==> config.mk <==
export PLATFORM = sky130hd
export DESIGN_NAME = csv_field_parser_unit
export DESIGN_NICKNAME = d
export VERILOG_FILES = /design/src/rtl/core/csvp_pkg.sv /design/src/rtl/core/csv_field_parser_unit.sv /design/src/rtl/core/csvp_step.sv /design/src/rtl/core/csvp_result_fifo.sv
export SDC_FILE = /design/constraint.sdc
export NUM_CORES = 1
export LEC_CHECK = 0
export ABC_AREA = 1
export BUFFER_PORTS_ARGS = -buffer_cell sky130_fd_sc_hd__buf_2
export CAP_MARGIN = 25
export CORE_AREA = 2 2 152 154
export DETAILED_ROUTE_END_ITERATION = 7
export DIE_AREA = 0 0 154 156
export PLACE_DENSITY = 0.75
export SLEW_MARGIN = 0
export SYNTH_ARGS = -nofsm -noshare
export SYNTH_HDL_FRONTEND = slang
export SYNTH_SLANG_ARGS = --single-unit
==> constraint.sdc <==
create_clock -name aclk -period 2.9 [get_ports aclk]
set_input_delay 0.435 -clock aclk [delete_from_list [all_inputs] [get_ports aclk]]
set_output_delay 0.435 -clock aclk [all_outputs]
set_load 0.005 [all_outputs]
==> src/rtl/core/csvp_pkg.sv <==
// shared types, codes and constants of the csv field parser
`timescale 1ns / 1ps

package csvp_pkg;

    // default for the column limit of the top level
    localparam int MAX_COLUMNS_DEFAULT = 256;

    // depth of the result queue
    localparam int RES_DEPTH = 4;

    // saturation value of the row counter
    localparam logic [23:0] ROW_MAX = 24'hFF_FFFF;

    // characters with a meaning to the parser
    localparam logic [7:0] CHAR_NEWLINE = 8'h0A;
    localparam logic [7:0] CHAR_COMMA   = 8'h2C;
    localparam logic [7:0] CHAR_QUOTE   = 8'h22;

    // result kinds
    localparam logic [1:0] KIND_CONTENT   = 2'd0;
    localparam logic [1:0] KIND_FIELD_END = 2'd1;
    localparam logic [1:0] KIND_ROW_END   = 2'd2;
    localparam logic [1:0] KIND_ERROR     = 2'd3;

    // error codes
    localparam logic [2:0] ERR_NONE       = 3'd0;
    localparam logic [2:0] ERR_UNTERM     = 3'd1;
    localparam logic [2:0] ERR_AFTER_QUOT = 3'd2;
    localparam logic [2:0] ERR_EMPTY_LINE = 3'd3;
    localparam logic [2:0] ERR_COL_COUNT  = 3'd4;
    localparam logic [2:0] ERR_TOO_MANY   = 3'd5;

    // parser phase
    typedef enum logic [2:0] {
        PH_LINE_START,
        PH_FIELD_START,
        PH_UNQUOTED,
        PH_QUOTED,
        PH_QUOTE_SEEN,
        PH_SKIP
    } phase_t;

    // one result transaction
    typedef struct packed {
        logic [7:0]  out_byte;
        logic [1:0]  kind;
        logic [7:0]  column;
        logic [23:0] row;
        logic [2:0]  err_code;
        logic        last_of_run;
    } result_t;

endpackage

==> src/rtl/core/csv_field_parser_unit.sv <==
// top level of the streaming csv field parser
`timescale 1ns / 1ps

// Streaming CSV parser taking one text byte per transaction on the s_ channel and giving
// content bytes, field ends, row ends and errors on the m_ channel, each tagged with
// column and row. A byte gives zero, one or two results; its results are written into
// the registered result queue when the byte is accepted and reach m_ in order. A new
// byte is accepted every cycle while the four-entry result queue holds at most two
// results; the m_ side delivers one result per cycle while m_ready is high, so a byte
// that gives two results (a field or quote byte ending the stream) has them sent in turn.
// After an error, bytes give no results up to the stream_end byte, after which the parser
// starts afresh with a new header row.
module csv_field_parser_unit
    import csvp_pkg::*;
#(
    parameter int MAX_COLUMNS = MAX_COLUMNS_DEFAULT
) (
    input  logic        aclk,
    input  logic        aresetn,
    input  logic        s_valid,
    output logic        s_ready,
    input  logic [7:0]  s_data_byte,
    input  logic        s_stream_end,
    output logic        m_valid,
    input  logic        m_ready,
    output logic [7:0]  m_out_byte,
    output logic [1:0]  m_kind,
    output logic [7:0]  m_column,
    output logic [23:0] m_row,
    output logic [2:0]  m_err_code,
    output logic        m_last_of_run
);

    localparam int COL_W = $clog2(MAX_COLUMNS);
    localparam int EXP_W = $clog2(MAX_COLUMNS + 1);

    phase_t           phase_reg;
    phase_t           phase_next;
    logic [COL_W-1:0] col_reg;
    logic [COL_W-1:0] col_next;
    logic [EXP_W-1:0] exp_cols_reg;
    logic [EXP_W-1:0] exp_cols_next;
    logic             hdr_done_reg;
    logic             hdr_done_next;
    logic [23:0]      row_reg;
    logic [23:0]      row_next;
    result_t          res0;
    result_t          res1;
    logic             res0_valid;
    logic             res1_valid;
    logic             accept;
    logic             room_for_two;
    result_t          head;

    assign s_ready = room_for_two;
    assign accept  = s_valid && s_ready;

    // per-byte parsing logic
    csvp_step #(
        .MAX_COLUMNS (MAX_COLUMNS),
        .COL_W       (COL_W),
        .EXP_W       (EXP_W)
    ) u_step (
        .data_byte     (s_data_byte),
        .stream_end    (s_stream_end),
        .phase         (phase_reg),
        .col           (col_reg),
        .exp_cols      (exp_cols_reg),
        .hdr_done      (hdr_done_reg),
        .row           (row_reg),
        .phase_next    (phase_next),
        .col_next      (col_next),
        .exp_cols_next (exp_cols_next),
        .hdr_done_next (hdr_done_next),
        .row_next      (row_next),
        .res0          (res0),
        .res0_valid    (res0_valid),
        .res1          (res1),
        .res1_valid    (res1_valid)
    );

    // parser state, moves on each accepted transaction
    always_ff @(posedge aclk) begin
        if (!aresetn) begin
            phase_reg    <= PH_LINE_START;
            col_reg      <= '0;
            exp_cols_reg <= '0;
            hdr_done_reg <= 1'b0;
            row_reg      <= '0;
        end else if (accept) begin
            phase_reg    <= phase_next;
            col_reg      <= col_next;
            exp_cols_reg <= exp_cols_next;
            hdr_done_reg <= hdr_done_next;
            row_reg      <= row_next;
        end
    end

    // result queue between parser and output channel
    csvp_result_fifo u_fifo (
        .aclk         (aclk),
        .aresetn      (aresetn),
        .wr_data0     (res0),
        .wr_en0       (accept && res0_valid),
        .wr_data1     (res1),
        .wr_en1       (accept && res1_valid),
        .room_for_two (room_for_two),
        .rd_data      (head),
        .rd_valid     (m_valid),
        .rd_ready     (m_ready)
    );

    assign m_out_byte    = head.out_byte;
    assign m_kind        = head.kind;
    assign m_column      = head.column;
    assign m_row         = head.row;
    assign m_err_code    = head.err_code;
    assign m_last_of_run = head.last_of_run;

endmodule

==> src/rtl/core/csvp_step.sv <==
// next-state and result logic for one byte of csv text
`timescale 1ns / 1ps

module csvp_step
    import csvp_pkg::*;
#(
    parameter int MAX_COLUMNS = MAX_COLUMNS_DEFAULT,
    parameter int COL_W       = $clog2(MAX_COLUMNS),
    parameter int EXP_W       = $clog2(MAX_COLUMNS + 1)
) (
    input  logic [7:0]       data_byte,
    input  logic             stream_end,
    input  phase_t           phase,
    input  logic [COL_W-1:0] col,
    input  logic [EXP_W-1:0] exp_cols,
    input  logic             hdr_done,
    input  logic [23:0]      row,
    output phase_t           phase_next,
    output logic [COL_W-1:0] col_next,
    output logic [EXP_W-1:0] exp_cols_next,
    output logic             hdr_done_next,
    output logic [23:0]      row_next,
    output result_t          res0,
    output logic             res0_valid,
    output result_t          res1,
    output logic             res1_valid
);

    localparam logic [COL_W-1:0] COL_LAST = COL_W'(MAX_COLUMNS - 1);

    function automatic result_t make_res(input logic [7:0] b, input logic [1:0] k,
                                         input logic [COL_W-1:0] c,
                                         input logic [23:0] r, input logic [2:0] e);
        result_t res;
        res.out_byte    = b;
        res.kind        = k;
        res.column      = 8'(c);
        res.row         = r;
        res.err_code    = e;
        res.last_of_run = 1'b0;
        return res;
    endfunction

    logic             is_nl;
    logic             is_comma;
    logic             is_quote;
    phase_t           a_phase;
    logic [COL_W-1:0] a_col;
    logic             a_valid;
    result_t          a_res;
    phase_t           e_phase_in;
    logic [COL_W-1:0] e_col_in;
    logic             do_end;
    phase_t           e_phase;
    logic [COL_W-1:0] e_col;
    logic [EXP_W-1:0] e_exp;
    logic             e_hdr;
    logic [23:0]      e_row;
    logic             e_valid;
    result_t          e_res;
    logic [EXP_W-1:0] e_count;

    assign is_nl    = (data_byte == CHAR_NEWLINE);
    assign is_comma = (data_byte == CHAR_COMMA);
    assign is_quote = (data_byte == CHAR_QUOTE);

    // byte handling for anything but a newline
    always_comb begin
        a_phase = phase;
        a_col   = col;
        a_valid = 1'b0;
        a_res   = make_res(8'd0, KIND_CONTENT, col, row, ERR_NONE);
        if (!is_nl) begin
            unique case (phase)
                PH_LINE_START, PH_FIELD_START, PH_UNQUOTED, PH_QUOTE_SEEN: begin
                    a_valid = 1'b1;
                    if (is_comma) begin
                        if (col == COL_LAST) begin
                            a_res   = make_res(8'd0, KIND_ERROR, col, row, ERR_TOO_MANY);
                            a_phase = PH_SKIP;
                        end else begin
                            a_res   = make_res(8'd0, KIND_FIELD_END, col, row, ERR_NONE);
                            a_col   = col + COL_W'(1);
                            a_phase = PH_FIELD_START;
                        end
                    end else if (phase == PH_UNQUOTED) begin
                        a_res = make_res(data_byte, KIND_CONTENT, col, row, ERR_NONE);
                    end else if (phase == PH_QUOTE_SEEN) begin
                        if (is_quote) begin
                            // doubled quote inside a quoted field
                            a_res   = make_res(data_byte, KIND_CONTENT, col, row, ERR_NONE);
                            a_phase = PH_QUOTED;
                        end else begin
                            a_res   = make_res(8'd0, KIND_ERROR, col, row, ERR_AFTER_QUOT);
                            a_phase = PH_SKIP;
                        end
                    end else if (is_quote) begin
                        // opening quote of a field
                        a_valid = 1'b0;
                        a_phase = PH_QUOTED;
                    end else begin
                        a_res   = make_res(data_byte, KIND_CONTENT, col, row, ERR_NONE);
                        a_phase = PH_UNQUOTED;
                    end
                end
                PH_QUOTED: begin
                    if (is_quote) begin
                        a_phase = PH_QUOTE_SEEN;
                    end else begin
                        a_valid = 1'b1;
                        a_res   = make_res(data_byte, KIND_CONTENT, col, row, ERR_NONE);
                    end
                end
                default: begin
                    a_phase = PH_SKIP;
                end
            endcase
        end
    end

    // line end, from a newline or from the last byte of the stream
    assign e_phase_in = is_nl ? phase : a_phase;
    assign e_col_in   = is_nl ? col : a_col;
    assign do_end     = is_nl || stream_end;
    assign e_count    = EXP_W'(e_col_in) + EXP_W'(1);

    always_comb begin
        e_phase = e_phase_in;
        e_col   = e_col_in;
        e_exp   = exp_cols;
        e_hdr   = hdr_done;
        e_row   = row;
        e_valid = 1'b0;
        e_res   = make_res(8'd0, KIND_ROW_END, e_col_in, row, ERR_NONE);
        if (do_end) begin
            unique case (e_phase_in)
                PH_LINE_START: begin
                    e_valid = 1'b1;
                    e_res   = make_res(8'd0, KIND_ERROR, e_col_in, row, ERR_EMPTY_LINE);
                    e_phase = PH_SKIP;
                end
                PH_QUOTED: begin
                    e_valid = 1'b1;
                    e_res   = make_res(8'd0, KIND_ERROR, e_col_in, row, ERR_UNTERM);
                    e_phase = PH_SKIP;
                end
                PH_FIELD_START, PH_UNQUOTED, PH_QUOTE_SEEN: begin
                    e_valid = 1'b1;
                    if (hdr_done && (e_count != exp_cols)) begin
                        e_res   = make_res(8'd0, KIND_ERROR, e_col_in, row, ERR_COL_COUNT);
                        e_phase = PH_SKIP;
                    end else begin
                        if (!hdr_done) begin
                            e_exp = e_count;
                            e_hdr = 1'b1;
                        end
                        e_row   = (row == ROW_MAX) ? row : row + 24'd1;
                        e_col   = '0;
                        e_phase = PH_LINE_START;
                    end
                end
                default: begin
                    e_phase = PH_SKIP;
                end
            endcase
        end
    end

    // pack results in order and mark the last one
    always_comb begin
        if (a_valid) begin
            res0       = a_res;
            res0_valid = 1'b1;
            res1       = e_res;
            res1_valid = e_valid;
        end else begin
            res0       = e_res;
            res0_valid = e_valid;
            res1       = e_res;
            res1_valid = 1'b0;
        end
        res0.last_of_run = !res1_valid;
        res1.last_of_run = 1'b1;
    end

    // end of stream returns everything to its reset state
    always_comb begin
        if (stream_end) begin
            phase_next    = PH_LINE_START;
            col_next      = '0;
            exp_cols_next = '0;
            hdr_done_next = 1'b0;
            row_next      = '0;
        end else begin
            phase_next    = e_phase;
            col_next      = e_col;
            exp_cols_next = e_exp;
            hdr_done_next = e_hdr;
            row_next      = e_row;
        end
    end

endmodule

==> src/rtl/core/csvp_result_fifo.sv <==
// small result queue taking up to two results per cycle and giving one while rd_ready is high
`timescale 1ns / 1ps

module csvp_result_fifo
    import csvp_pkg::*;
(
    input  logic    aclk,
    input  logic    aresetn,
    input  result_t wr_data0,
    input  logic    wr_en0,
    input  result_t wr_data1,
    input  logic    wr_en1,
    output logic    room_for_two,
    output result_t rd_data,
    output logic    rd_valid,
    input  logic    rd_ready
);

    localparam int PTR_W = $clog2(RES_DEPTH);
    localparam int CNT_W = $clog2(RES_DEPTH + 1);

    result_t          entry_reg [RES_DEPTH];
    logic [PTR_W-1:0] wr_ptr_reg;
    logic [PTR_W-1:0] wr_ptr_next;
    logic [PTR_W-1:0] rd_ptr_reg;
    logic [PTR_W-1:0] rd_ptr_next;
    logic [CNT_W-1:0] count_reg;
    logic [CNT_W-1:0] count_next;
    logic [PTR_W-1:0] wr_ptr_plus1;
    logic             pop;
    logic [CNT_W-1:0] push_cnt;

    assign pop          = rd_valid && rd_ready;
    assign push_cnt     = CNT_W'(wr_en0) + CNT_W'(wr_en1);
    assign wr_ptr_plus1 = wr_ptr_reg + PTR_W'(1);
    assign room_for_two = (count_reg <= CNT_W'(RES_DEPTH - 2));
    assign rd_valid     = (count_reg != '0);
    assign rd_data      = entry_reg[rd_ptr_reg];

    // pointer and fill level bookkeeping
    assign wr_ptr_next = wr_ptr_reg + PTR_W'(push_cnt);
    assign rd_ptr_next = rd_ptr_reg + PTR_W'(pop);
    assign count_next  = count_reg + push_cnt - CNT_W'(pop);

    always_ff @(posedge aclk) begin
        if (!aresetn) begin
            wr_ptr_reg <= '0;
            rd_ptr_reg <= '0;
            count_reg  <= '0;
        end else begin
            wr_ptr_reg <= wr_ptr_next;
            rd_ptr_reg <= rd_ptr_next;
            count_reg  <= count_next;
        end
    end

    // result storage, second result goes one slot after the first
    always_ff @(posedge aclk) begin
        if (wr_en0) begin
            entry_reg[wr_ptr_reg] <= wr_data0;
        end
        if (wr_en1) begin
            entry_reg[wr_ptr_plus1] <= wr_data1;
        end
    end

endmodule
# Word-level counts from Yosys, hierarchy flattened
# Memory sizes are Yosys's and may differ from the RTL's. A register that Yosys moved wholly into a read port is not among the register bits.
# Cells that the tools add are included.
[word_totals]
mem_bits_rw = 184
regBits = 52
memories = 1
[mem_list]
columns = ["name", "words", "word_bits", "read_ports", "rd_clocked_by_memory_dff", "wr", "line_no", "text"]
rows = [
  ["u_fifo.entry_reg", 4, 46, 1, 1, 2, "csvp_result_fifo.sv:22", "result_t entry_reg [RES_DEPTH];"],
]
[op_classes]
n_addsub = 9
n_eq_ne = 17
mux = 62
reduce_logical = 18
magnitude_cmp = 1
[ops]
columns = ["cell", "n"]
rows = [
  ["46-bit 2-to-1 mux", 8],
  ["46-bit case mux with 3 select lines", 1],
  ["24-bit 2-to-1 mux", 5],
  ["46-bit case mux with 2 select lines", 1],
  ["8-bit 2-to-1 mux", 8],
  ["9-bit 2-to-1 mux", 5],
  ["38-bit 2-to-1 mux", 1],
  ["37-bit 2-to-1 mux", 1],
  ["3-bit 2-to-1 mux", 11],
  ["24-bit by 1-bit adder with 24-bit output (second input constant)", 1],
  ["24-bit == test (second input constant)", 1],
  ["1-bit 2-to-1 mux", 18],
  ["8-bit by 6-bit == test with 1-bit output (second input constant)", 2],
  ["3-bit by 2-bit == test with 1-bit output (second input constant)", 4],
  ["5-bit AND reduction", 2],
  ["8-bit by 1-bit adder with 9-bit output (second input constant)", 1],
  ["9-bit inequality test", 1],
  ["8-bit by 1-bit adder with 8-bit output (second input constant)", 1],
  ["8-bit by 4-bit == test with 1-bit output (second input constant)", 1],
  ["8-bit == test (second input constant)", 1],
  ["3-bit by 1-bit == test with 1-bit output (second input constant)", 2],
  ["3-bit == test (second input constant)", 2],
  ["3-bit logical NOT", 2],
  ["2-bit inequality test (second input constant)", 3],
  ["other kinds (19)", 24],
]

# Depth between registers and ports, before layout
# Gate-level depths: netlist (run 1).
[logic_depth]
word_depth = 16
mapped_depth = 25
mapped_depth_nobuf = 23

# Cells and area by module
# A second synthesis (run 1) with hierarchy kept.
[unflattened]
cells_unflattened = 1930
area_unflattened_um2 = 14784.2
[by_module_without_submodules]
columns = ["module", "cells_each", "area_each_um2", "n_inst"]
rows = [
  ["csvp_result_fifo", 1054, 10062.2, 1],
  ["csvp_step", 586, 2845.2, 1],
  ["csv_field_parser_unit", 290, 1876.8, 1],
]

# Worst setup path before layout (run 1)
# No wires, ideal clock.
[synth_timing]
path_kind = "input-to-reg"
startpoint = "in s_data_byte[6]"
endpoint = "reg u_fifo.count_reg[2]"
t_arrival_ns = 2.906
stages = 22
t_required_ns = 2.780
setup_ns = 0.120
path_slack_ns = -0.127
path_buffers = 0
path_cell_list = "inv_1 -> nand2_1 -> nor2_4 -> nand4_2 -> nand2_1 -> inv_2 -> nand2_1 -> o21ai_2 -> a21oi_2 -> nand2_2 -> nand2_1 -> o21ai_2 -> inv_2 -> nand2_2 -> nor2_4 -> ha_1 -> inv_1 -> ha_1 -> inv_1 -> fa_1 -> o21ai_0 -> a21oi_1"
[synth_between]
elab_chain_cells = 16
elab_cells_between_ends = 33
cone_classes = "3 x add/sub; 7 x eq/ne; 18 x mux; 5 x reduce/logical"
[synth_lines]
columns = ["item", "line_no", "text"]
rows = [
  ["from (decl)", "csv_field_parser_unit.sv:22", "input logic [7:0] s_data_byte,"],
  ["8-bit by 6-bit == test with 1-bit output", "csvp_step.sv:65", "assign is_quote = (data_byte == CHAR_QUOTE);"],
  ["1-bit 2-to-1 mux or 3-bit 2-to-1 mux (tied branches)", "csvp_step.sv:97, csvp_step.sv:89", ""],
  ["3-bit 2-to-1 mux", "csvp_step.sv:88", "end else if (phase == PH_QUOTE_SEEN) begin"],
  ["3-bit 2-to-1 mux", "csvp_step.sv:86", "end else if (phase == PH_UNQUOTED) begin"],
  ["3-bit 2-to-1 mux", "csvp_step.sv:77", "if (is_comma) begin"],
  ["3-bit case mux with 2 select lines", "csvp_step.sv:74", "unique case (phase)"],
  ["3-bit 2-to-1 mux", "csvp_step.sv:122", "assign e_phase_in = is_nl ? phase : a_phase;"],
  ["3-bit by 2-bit == test with 1-bit output, or another cell as far along", "-", ""],
  ["5-bit OR reduction (no line)", "-", ""],
  ["1-bit 2-to-1 mux", "csvp_step.sv:136", "unique case (e_phase_in)"],
  ["1-bit 2-to-1 mux", "csvp_step.sv:135", "if (do_end) begin"],
  ["1-bit 2-to-1 mux", "csvp_step.sv:171", "if (a_valid) begin"],
  ["1-bit logical AND, on equally long branches", "csv_field_parser_unit.sv:104, csv_field_parser_unit.sv:106", ""],
  ["1-bit by 1-bit adder with 2-bit output *", "csvp_result_fifo.sv:34", "assign push_cnt = CNT_W'(wr_en0) + CNT_W'(wr_en1);"],
  ["3-bit adder *", "csvp_result_fifo.sv:43", "assign count_next = count_reg + push_cnt - CNT_W'(pop);"],
  ["3-bit by 1-bit subtractor with 3-bit output *", "csvp_result_fifo.sv:43", ""],
  ["to (signal assigned)", "csvp_result_fifo.sv:53", "count_reg <= count_next;"],
  ["to (decl)", "csvp_result_fifo.sv:27", "logic [CNT_W-1:0] count_reg;"],
]
# Mark *: on every way between the ends. The rest lies on a longest branch, timed or not.
# A chain may end at the register's enable or synchronous reset.

==> results.toml, run 1 <==
[hold_path]
hold_path_depth = 3
min-delay-start = "aresetn"
min_path_type = "input port to register"

[logic_synthesis]
synth_flop_cell = "edfxtp_1"
synth_edf_count = 144
synth_fa_ha_area_share_pct = 1.10
syn_inst = 1440
synth_seq_cells = 236
syn_avg_cell_area_um2 = 8.40
synth_top_cell_area_share_pct = 35.7
synth_top_family_by_area = "simple AND/OR/NAND/NOR gates"
synth.largest_area_cell = "edfxtp_1"
yosys-top-cells-area = "edfxtp_1, dfxtp_1, nor2_1"
yosys.area_share.simple_pct = 25.4
ys_types = 44
synthMuxAreaShare_pct = 0
async_reset_ff_share_pct = 0
synth_nets = 1463
syn_area_um2 = 12100
yosysMostFrequentCell = "nor2_1"
ys_seq_area_share_pct = 51.0
ys.warnings.count = 0
yosys-top-cells-count = "nor2_1, nand2_1, edfxtp_1"
synth_xor_area_share_pct = 1.74
synth-compound-area-share_pct = 13.6

[cells_and_area]
largest_register_ffs = 184
antenna_cells = 0
drive_gt1_share_pct = 24.0
fin_util_pct = 65.8
final_net_count = 1625
area_growth_pct = 21.6

[placement]
dp_worst_setup_slack_ns = -0.327
dp.final_hpwl_mm = 22.4
io_buffers = 60
gp_congestion = 0.968

[drt]
drtIter0Drc = 1147
wirelength_mm = 34.1
routed_via_density = 5.83
route.top_layer_used = "met4"
first_pass_iters = 6
route.met2.wl_mm = 16.0
vias = 11100
wl_met1_mm = 14.1
met3WireLength_mm = 3.13
wl_per_cell_um = 17.9
ant_nets = 0
route.detailed.drc = 0

[pwr]
leakagePower_nw = 5.49
ir_worst_vdd_mv = 0.384
p_per_area_nw_per_um2 = 772

[clocking]
cts_hold_buf = 0
cts_max_level = 1
clockBufferDepth = 3
cts_made_buffers = 25
cts_tree = "done"
clockRootBuffer = "clkbuf_16"
clk_latency_ns = 0.52
cts_sinks = 236
path_clk_slew_ns = 0.07

[timing]
slew_violations = 0
final.setup.worst_slack_ns = 0.0481
setup_viol = 0
post-route-min-period_ns = 2.85
max_freq_mhz = 351
rsz0062_at_grt = "true"
hold_violations = 0
worst_pin_slew_ns = 0.807
relSlewSlack_pct = 46.0
min_period_over_period_pct = 98.3
finalClockSkew_ns = 0.00972

[die]
initial_core_util_pct = 54.1
dieArea_um2 = 24000
rows = 55
dieHeight_um = 156
fp.dieW_um = 154
coreArea_um2 = 22400
io_pins = 61

[setup_path]
crit_arrival_ns = 3.12
timing.rr.end = "u_fifo.entry_reg[1][36]$_DFFE_PP_"
r2r_cells = 20
cp_data_required_time_ns = 3.17
reg2reg_from = "col_reg[1]$_SDFFE_PN0P_"
path_max_fanout = 4
end_kind = "register"
critPathLaunch = "col_reg[1]$_SDFFE_PN0P_"
r2r_slack_ns = 0.05
crit_type = "register to register"
crit_end = "u_fifo.entry_reg[1][36]$_DFFE_PP_"
worst_setup_path_start_kind = "register"

[global_route]
track_usage_pct = 28.1
grt_pass1_wl_mm = 54.3
grt.overflow.total = 0
grt_max_degree = 94
antenna_found_initial = 0
grt_pass1_vias = 10600

[run]
cap_violations = 0

[status]
status = "finished clean"
-- placed cells by master (no fill, tap or decap), types with 21 or more instances in the layout --
cell / instances
nand2_2: 30
buf_2: 60
nand3_1: 41
o21ai_0: 124
nand4_1: 49
o22ai_1: 69
nand2_1: 201
edfxtp_1: 144
nor2_1: 250
clkbuf_16: 28
xor2_1: 21
buf_4: 125
a21oi_1: 70
dfxtp_1: 87
nor2_2: 25
inv_1: 99
o21ai_1: 25
-- how the worst min path moves through the flow --
stage / end / slack [ns]
2_1_floorplan: u_fifo.entry_reg[0][43]$_SDFFE_PP0P_ / 0.42
3_5_place_dp: u_fifo.entry_reg[0][43]$_SDFFE_PP0P_ / 0.44
6_report: u_fifo.count_reg[0]$_SDFF_PN0_ / 0.27
4_1_cts: u_fifo.count_reg[1]$_SDFF_PN0_ / 0.23
5_1_grt: u_fifo.count_reg[1]$_SDFF_PN0_ / 0.25
3_3_place_gp: u_fifo.entry_reg[0][43]$_SDFFE_PP0P_ / 0.43
-- power by group --
| part | internal (mW) | switching, mW |
|---|---|---|
| clock | 1.80 | 1.35 |
| sequential | 4.36 | 0.278 |
| combinational | 1.32 | 2.24 |
| total | 7.48 | 3.87 |
-- cell type report --
cell class | count | area, um^2
fill | 1780 | 7650
sequential | 236 | 6170
multi-input combinational | 1009 | 5310
timing repair buffer | 204 | 1580
clock buffer | 30 | 728
inverter | 126 | 485
tap | 285 | 357
clock inverter | 14 | 82.6
-- metrics by stage --
stage	cells	hold slack (ns)	power [mW]	setup TNS, ns	instance area (um^2)
6_report	1904	0.273	11.4	0	14700
5_1_grt	1904	0.246	11.9	-3.64	14700
3_3_place_gp	1849	0.429	8.07	-7.84	13600
3_5_place_dp	1849	0.437	8.18	-12.86	13600
4_1_cts	1895	0.231	11.3	0	14500
2_1_floorplan	1440	0.420	6.63	-0.0690	12100
-- per-layer routing --
metal / up-vias / global-route usage, %
li1: 5249 / -
met3: 80 / 4.08
met4: 0 / 8.68
met5: - / 0
met1: 5221 / 38.7
met2: 544 / 46.3
-- worst max-delay path: stages (launching register included) --
cell	delay [ns]
dfxtp_2	0.34
ha_4	0.16
nand3_2	0.09
inv_2	0.05
nand2_4	0.08
inv_4	0.05
nor2_4	0.15
nand2_2	0.08
nand2_2	0.08
nand2_4	0.06
ha_4	0.25
xnor2_1	0.14
nand3_1	0.09
a21oi_1	0.13
nand3_1	0.10
nor2_2	0.13
nand3_4	0.14
nand4_1	0.20
nand3_2	0.16
nand2_1	0.10
nand2_1	0.05
-- cells by family after synthesis --
logic type	after synthesis
AND/OR/NAND/NOR	668
XOR/XNOR	24
adder cells (fa/ha/maj)	10
buffers and inverters	198
flip-flops	236
AO/OA/AOI/OAI	304
-- repair_timing --
action                     in CTS  in global routing
setup endpoints to repair      37                 45
cloned                          1                  2
gates resized for setup        17                 40
setup buffers                   1                  7
hold endpoints to repair        0                  0
pin swaps                       8                 24
Note: power is estimated with default switching activity, not from simulation.
==> run 2, diff against run 1 <==
--- a/config.mk
+++ b/config.mk
@@ -8,10 +8,12 @@
 export ABC_AREA = 1
 export BUFFER_PORTS_ARGS = -buffer_cell sky130_fd_sc_hd__buf_2
 export CAP_MARGIN = 25
-export CORE_AREA = 2 2 152 154
+export CELL_PAD_IN_SITES_DETAIL_PLACEMENT = 0
+export CELL_PAD_IN_SITES_GLOBAL_PLACEMENT = 2
+export CORE_AREA = 2 2 192 194
 export DETAILED_ROUTE_END_ITERATION = 7
-export DIE_AREA = 0 0 154 156
-export PLACE_DENSITY = 0.75
+export DIE_AREA = 0 0 194 196
+export PLACE_DENSITY_LB_ADDON = 0.1
 export SLEW_MARGIN = 0
 export SYNTH_ARGS = -nofsm -noshare
 export SYNTH_HDL_FRONTEND = slang
==> results.toml, run 2 (synthesized netlist as in run 1, its figures left out) <==
[status]
status = "finished clean"

[drt]
drtIter0Drc = 555
wl_met1_mm = 19.4
wirelength_mm = 40.4
ant_nets = 0
first_pass_iters = 5
routed_via_density = 5.03
wl_per_cell_um = 18.9
route.detailed.drc = 0
route.met2.wl_mm = 18.7
route.top_layer_used = "met4"
met3WireLength_mm = 1.45
vias = 10700

[placement]
dp_cells = 2071
io_buffers = 60
dp.final_hpwl_mm = 28.1
gp_congestion = 0.845
place_area_um2 = 14200

[clocking]
cts_hold_buf = 0
cts_max_level = 1
cts_sinks = 236
clockRootBuffer = "clkbuf_16"
cts_made_buffers = 28
clockBufferDepth = 3
clk_latency_ns = 0.57
path_clk_slew_ns = 0.06
cts_tree = "done"

[setup_path]
end_kind = "register"
path_max_fanout = 4
cp_data_required_time_ns = 3.22
crit_type = "register to register"
crit_arrival_ns = 3.19
r2r_cells = 23
worst_setup_path_start_kind = "register"

[timing]
rsz0062_at_grt = "true"
finalClockSkew_ns = 0.0154
hold_violations = 0
setup_viol = 0
min_period_over_period_pct = 99.2
relSlewSlack_pct = 50.5
slew_violations = 0
setup_tns_ns = 0
post-route-min-period_ns = 2.88
max_freq_mhz = 348
worst_pin_slew_ns = 0.735

[die]
coreArea_um2 = 36100
io_pins = 61
dieArea_um2 = 38000
rows = 70
dieHeight_um = 196
initial_core_util_pct = 33.5
fp.dieW_um = 194

[cells_and_area]
mostFrequentLayoutCells = "nor2_1, nand2_1, buf_4, edfxtp_1, o21ai_0"
final_common_cell = "nor2_1"
final_cell_area_um2 = 15400
final_net_count = 1668
drive_gt1_share_pct = 26.7
area_growth_pct = 27.1
largest_register_ffs = 184
antenna_cells = 0
final_cells = 2133

[global_route]
antenna_found_initial = 0
grt_pass1_wl_mm = 63.3
grt.overflow.total = 0
grt_pass1_vias = 10900
grt_max_degree = 94
track_usage_pct = 21.2

[pwr]
seq_power_share_pct = 39.5
ir_worst_vdd_mv = 0.471
p_per_area_nw_per_um2 = 763
p_clk_share_pct = 28.6
p_int_mw = 7.73
combPwrFrac_pct = 31.9
switchingPower_mw = 4.01
leakagePower_nw = 5.71
swShare_pct = 34.2

[hold_path]
hold_path_depth = 3
min_path_type = "input port to register"

[run]
cap_violations = 0
## run 2: power groups by stage
stage	clock, mW	combinational [mW]	sequential [mW]
floorplan	0	2.01	4.62
global placement	0	3.78	4.68
detailed placement	0	3.79	4.70
CTS	3.46	3.81	4.63
global route	3.58	4.13	4.71
finish	3.36	3.75	4.63
## run 2: path summary, 6_finish.rpt
path,from,end,slack (ns)
max,col_reg[0]$_SDFFE_PN0P_,u_fifo.entry_reg[1][36]$_DFFE_PP_,0.02
min,aresetn,u_fifo.rd_ptr_reg[0]$_SDFF_PN0_,0.24
max reg2reg,col_reg[0]$_SDFFE_PN0P_,u_fifo.entry_reg[1][36]$_DFFE_PP_,0.02
min reg2reg,u_fifo.entry_reg[0][43]$_SDFFE_PP0P_,u_fifo.entry_reg[0][43]$_SDFFE_PP0P_,0.45
## run 2: worst max-delay path: stages, from the launching register on
cell     delay, ns
dfxtp_2       0.33
ha_4          0.17
nand3_4       0.08
inv_2         0.04
nand2_4       0.07
inv_4         0.04
nor2_4        0.16
nand2_2       0.08
nand2_2       0.09
nand2_4       0.07
ha_4          0.17
buf_6         0.11
inv_2         0.04
nand2_2       0.05
nand2_2       0.06
nand2_1       0.06
a21oi_2       0.15
nand3_2       0.08
nor2_2        0.13
nand3_4       0.13
nand4_1       0.21
nand3_2       0.15
nand2_1       0.09
nand2_1       0.04
## run 2: stage by stage
step | power (mW) | setup slack [ns] | utilization, % | hold slack, ns
2_1_floorplan | 6.63 | -0.0690 | - | 0.420
3_3_place_gp | 8.46 | -0.331 | 39.3 | 0.436
3_5_place_dp | 8.49 | -0.350 | 39.3 | 0.444
4_1_cts | 11.9 | 0.0142 | 41.9 | 0.231
5_1_grt | 12.4 | -0.171 | 42.6 | 0.238
6_report | 11.7 | 0.0236 | 42.6 | 0.243
## run 2: metal layers
| metal | up-vias | track usage [%] |
|---|---|---|
| met3 | 53 | 2.58 |
| li1 | 5322 | - |
| met1 | 5173 | 29.4 |
| met4 | 0 | 5.78 |
| met5 | - | 0 |
| met2 | 182 | 35.2 |
## run 2: layout make-up
type                    instances  area (um^2)
fillers                      3675        20700
flip-flops and latches        236         6180
multi-input cells            1006         5340
repair buffers                247         1940
clock buffers                  36          731
well taps                     468          586
inverters                     126          485
clock inverters                14          128
## run 2: repair_timing
| item | 4_1_cts | 5_1_grt |
|---|---|---|
| endpoints found under the hold margin | 0 | 0 |
| endpoints found under the setup margin | 44 | 45 |
| pin swaps | 8 | 33 |
| gates resized for setup | 26 | 55 |
| buffers inserted | 3 | 9 |
==> run 3, diff against run 2 <==
--- a/config.mk
+++ b/config.mk
@@ -6,13 +6,13 @@
 export NUM_CORES = 1
 export LEC_CHECK = 0
 export ABC_AREA = 1
-export BUFFER_PORTS_ARGS = -buffer_cell sky130_fd_sc_hd__buf_2
+export BUFFER_PORTS_ARGS = -buffer_cell sky130_fd_sc_hd__clkbuf_2
 export CAP_MARGIN = 25
 export CELL_PAD_IN_SITES_DETAIL_PLACEMENT = 0
 export CELL_PAD_IN_SITES_GLOBAL_PLACEMENT = 2
-export CORE_AREA = 2 2 192 194
+export CORE_AREA = 2 2 175 177
 export DETAILED_ROUTE_END_ITERATION = 7
-export DIE_AREA = 0 0 194 196
+export DIE_AREA = 0 0 177 179
 export PLACE_DENSITY_LB_ADDON = 0.1
 export SLEW_MARGIN = 0
 export SYNTH_ARGS = -nofsm -noshare
==> constraint.sdc (replaced) <==
create_clock -name aclk -period 3.4 [get_ports aclk]
set_input_delay 0.51 -clock aclk [delete_from_list [all_inputs] [get_ports aclk]]
set_output_delay 0.51 -clock aclk [all_outputs]
set_load 0.005 [all_outputs]
==> results.toml, run 3 (synthesized netlist as in run 1, its figures left out) <==
[status]
status = "finished clean"

[global_route]
grt_max_degree = 63
grt_pass1_wl_mm = 57.3
track_usage_pct = 23.5
met2_usage_pct = 37.9
antenna_found_initial = 0
busiest_layer = "met2"
grt_use_met3_pct = 2.82
met1_usage_pct = 33.7
grt_pass1_vias = 9669
grt.overflow.total = 0

[timing]
final.setup.worst_slack_ns = 0.320
finalClockSkew_ns = 0.00907
relSlewSlack_pct = 47.0
min_period_over_period_pct = 90.6
setup_tns_ns = 0
hold_violations = 0
post-route-min-period_ns = 3.08
slew_violations = 0
worst_pin_slew_ns = 0.792
rsz0062_at_grt = "false"
setup_viol = 0
max_freq_mhz = 325

[setup_path]
worst_setup_path_start_kind = "register"
worstPathCellList = "nor2_2 -> nor2_2 -> nor2_4 -> nand2_2 -> o21ai_2 -> a21oi_2 -> buf_4 -> inv_1 -> nand3_1 -> nand3_1 -> o21a_1 -> buf_4 -> inv_1 -> o21ai_0 -> a21oi_1"
crit_path_max_incr_delay_ns = 0.40
crit_type = "register to register"
timing.rr.end = "hdr_done_reg$_SDFFE_PN0P_"
crit_arrival_ns = 3.51
end_kind = "register"
r2r_slack_ns = 0.32
crit_family = "compound AO/OA/AOI/OAI gates"
cp_data_required_time_ns = 3.83
worst_path_max_delay_cell = "o21a_1"
critPathBufInv = 4
reg2reg_from = "phase_reg[0]$_SDFFE_PN0P_"
path_max_fanout = 17
r2r_cells = 15

[die]
coreArea_um2 = 30000
rows = 64
io_pins = 61
fp.dieW_um = 177
dieArea_um2 = 31700
initial_core_util_pct = 40.3
dieHeight_um = 179

[clocking]
cts_tree = "done"
clockRootBuffer = "clkbuf_16"
cts_made_buffers = 27
path_clk_slew_ns = 0.06
clockBufferDepth = 3
clk_latency_ns = 0.55
cts_hold_buf = 0
cts_sinks = 236
cts_max_level = 1

[cells_and_area]
antenna_cells = 0
largest_register_ffs = 184
drive_gt1_share_pct = 17.5
final_net_count = 1541
mostFrequentLayoutCells = "nor2_1, nand2_1, edfxtp_1, o21ai_0, inv_1"
final_common_cell = "nor2_1"
area_growth_pct = 16.0

[run]
cap_violations = 0

[drt]
wirelength_mm = 37.5
first_pass_iters = 5
routed_via_density = 5.35
drtIter0Drc = 873
route.detailed.drc = 0
vias = 10400
ant_nets = 0
wl_per_cell_um = 19.4

[hold_path]
hold_end = "u_fifo.rd_ptr_reg[0]$_SDFF_PN0_"
min_path_type = "input port to register"
min-delay-start = "aresetn"
hold_path_depth = 3

[pwr]
ir_worst_vdd_mv = 0.383
leakagePower_nw = 5.10
p_per_area_nw_per_um2 = 699

[placement]
dp_worst_setup_slack_ns = 0.0118
gp_congestion = 0.908
dp.final_hpwl_mm = 25.0
io_buffers = 60
==> run 3: what timing repair did <==
item	in CTS	in global routing
setup endpoints to repair	0	44
setup buffers	0	0
gates resized for setup	0	12
==> run 3: how the worst max path moves through the flow <==
stage | start | endpoint | cells past startpoint
floorplan | s_data_byte[6] | u_fifo.count_reg[2]$_SDFF_PN0_ | 22
global placement | s_data_byte[6] | u_fifo.count_reg[2]$_SDFF_PN0_ | 23
detailed placement | s_data_byte[6] | u_fifo.count_reg[2]$_SDFF_PN0_ | 23
CTS | col_reg[0]$_SDFFE_PN0P_ | u_fifo.count_reg[2]$_SDFF_PN0_ | 23
global route | col_reg[0]$_SDFFE_PN0P_ | row_reg[14]$_SDFFE_PN0P_ | 23
finish | phase_reg[0]$_SDFFE_PN0P_ | hdr_done_reg$_SDFFE_PN0P_ | 15
==> run 3: layer usage <==
layer,up-vias,wire length [um]
li1,5068,-
met1,4948,17400
met2,282,17200
met3,55,2020
met4,0,838
met5,-,0
==> run 3: stage by stage <==
| step | instances | hold slack [ns] | area (um^2) | util [%] | total power, mW |
|---|---|---|---|---|---|
| 2_1_floorplan | 1440 | 0.420 | 12100 | - | 5.65 |
| 3_3_place_gp | 1883 | 0.429 | 13000 | 43.4 | 6.86 |
| 3_5_place_dp | 1884 | 0.437 | 13100 | 43.5 | 6.88 |
| 4_1_cts | 1934 | 0.359 | 14000 | 46.6 | 9.89 |
| 5_1_grt | 1935 | 0.385 | 14000 | 46.7 | 10.3 |
| 6_report | 1935 | 0.389 | 14000 | 46.7 | 9.80 |
==> run 3: area by class of cell <==
cell class	count	area (um^2)
Clock buffer	40	806
Clock inverter	10	116
Fill cell	3036	16000
Inverter	126	483
Multi-Input combinational cell	1007	5100
Sequential cell	236	6170
Tap cell	396	495
Timing Repair Buffer	120	862
==> run 3: report_power, final <==
group | switching [mW] | total (mW) | internal [mW]
Clock | 1.20 | 3.00 | 1.80
Sequential | 0.244 | 3.97 | 3.72
Combinational | 1.88 | 2.84 | 0.960
==> run 3: worst register-to-register path: stages (launching register included) <==
cell	delay (ns)
dfxtp_1	0.37
nor2_2	0.19
nor2_2	0.07
nor2_4	0.32
nand2_2	0.20
o21ai_2	0.22
a21oi_2	0.07
buf_4	0.16
inv_1	0.06
nand3_1	0.07
nand3_1	0.14
o21a_1	0.40
buf_4	0.32
inv_1	0.08
o21ai_0	0.24
a21oi_1	0.07
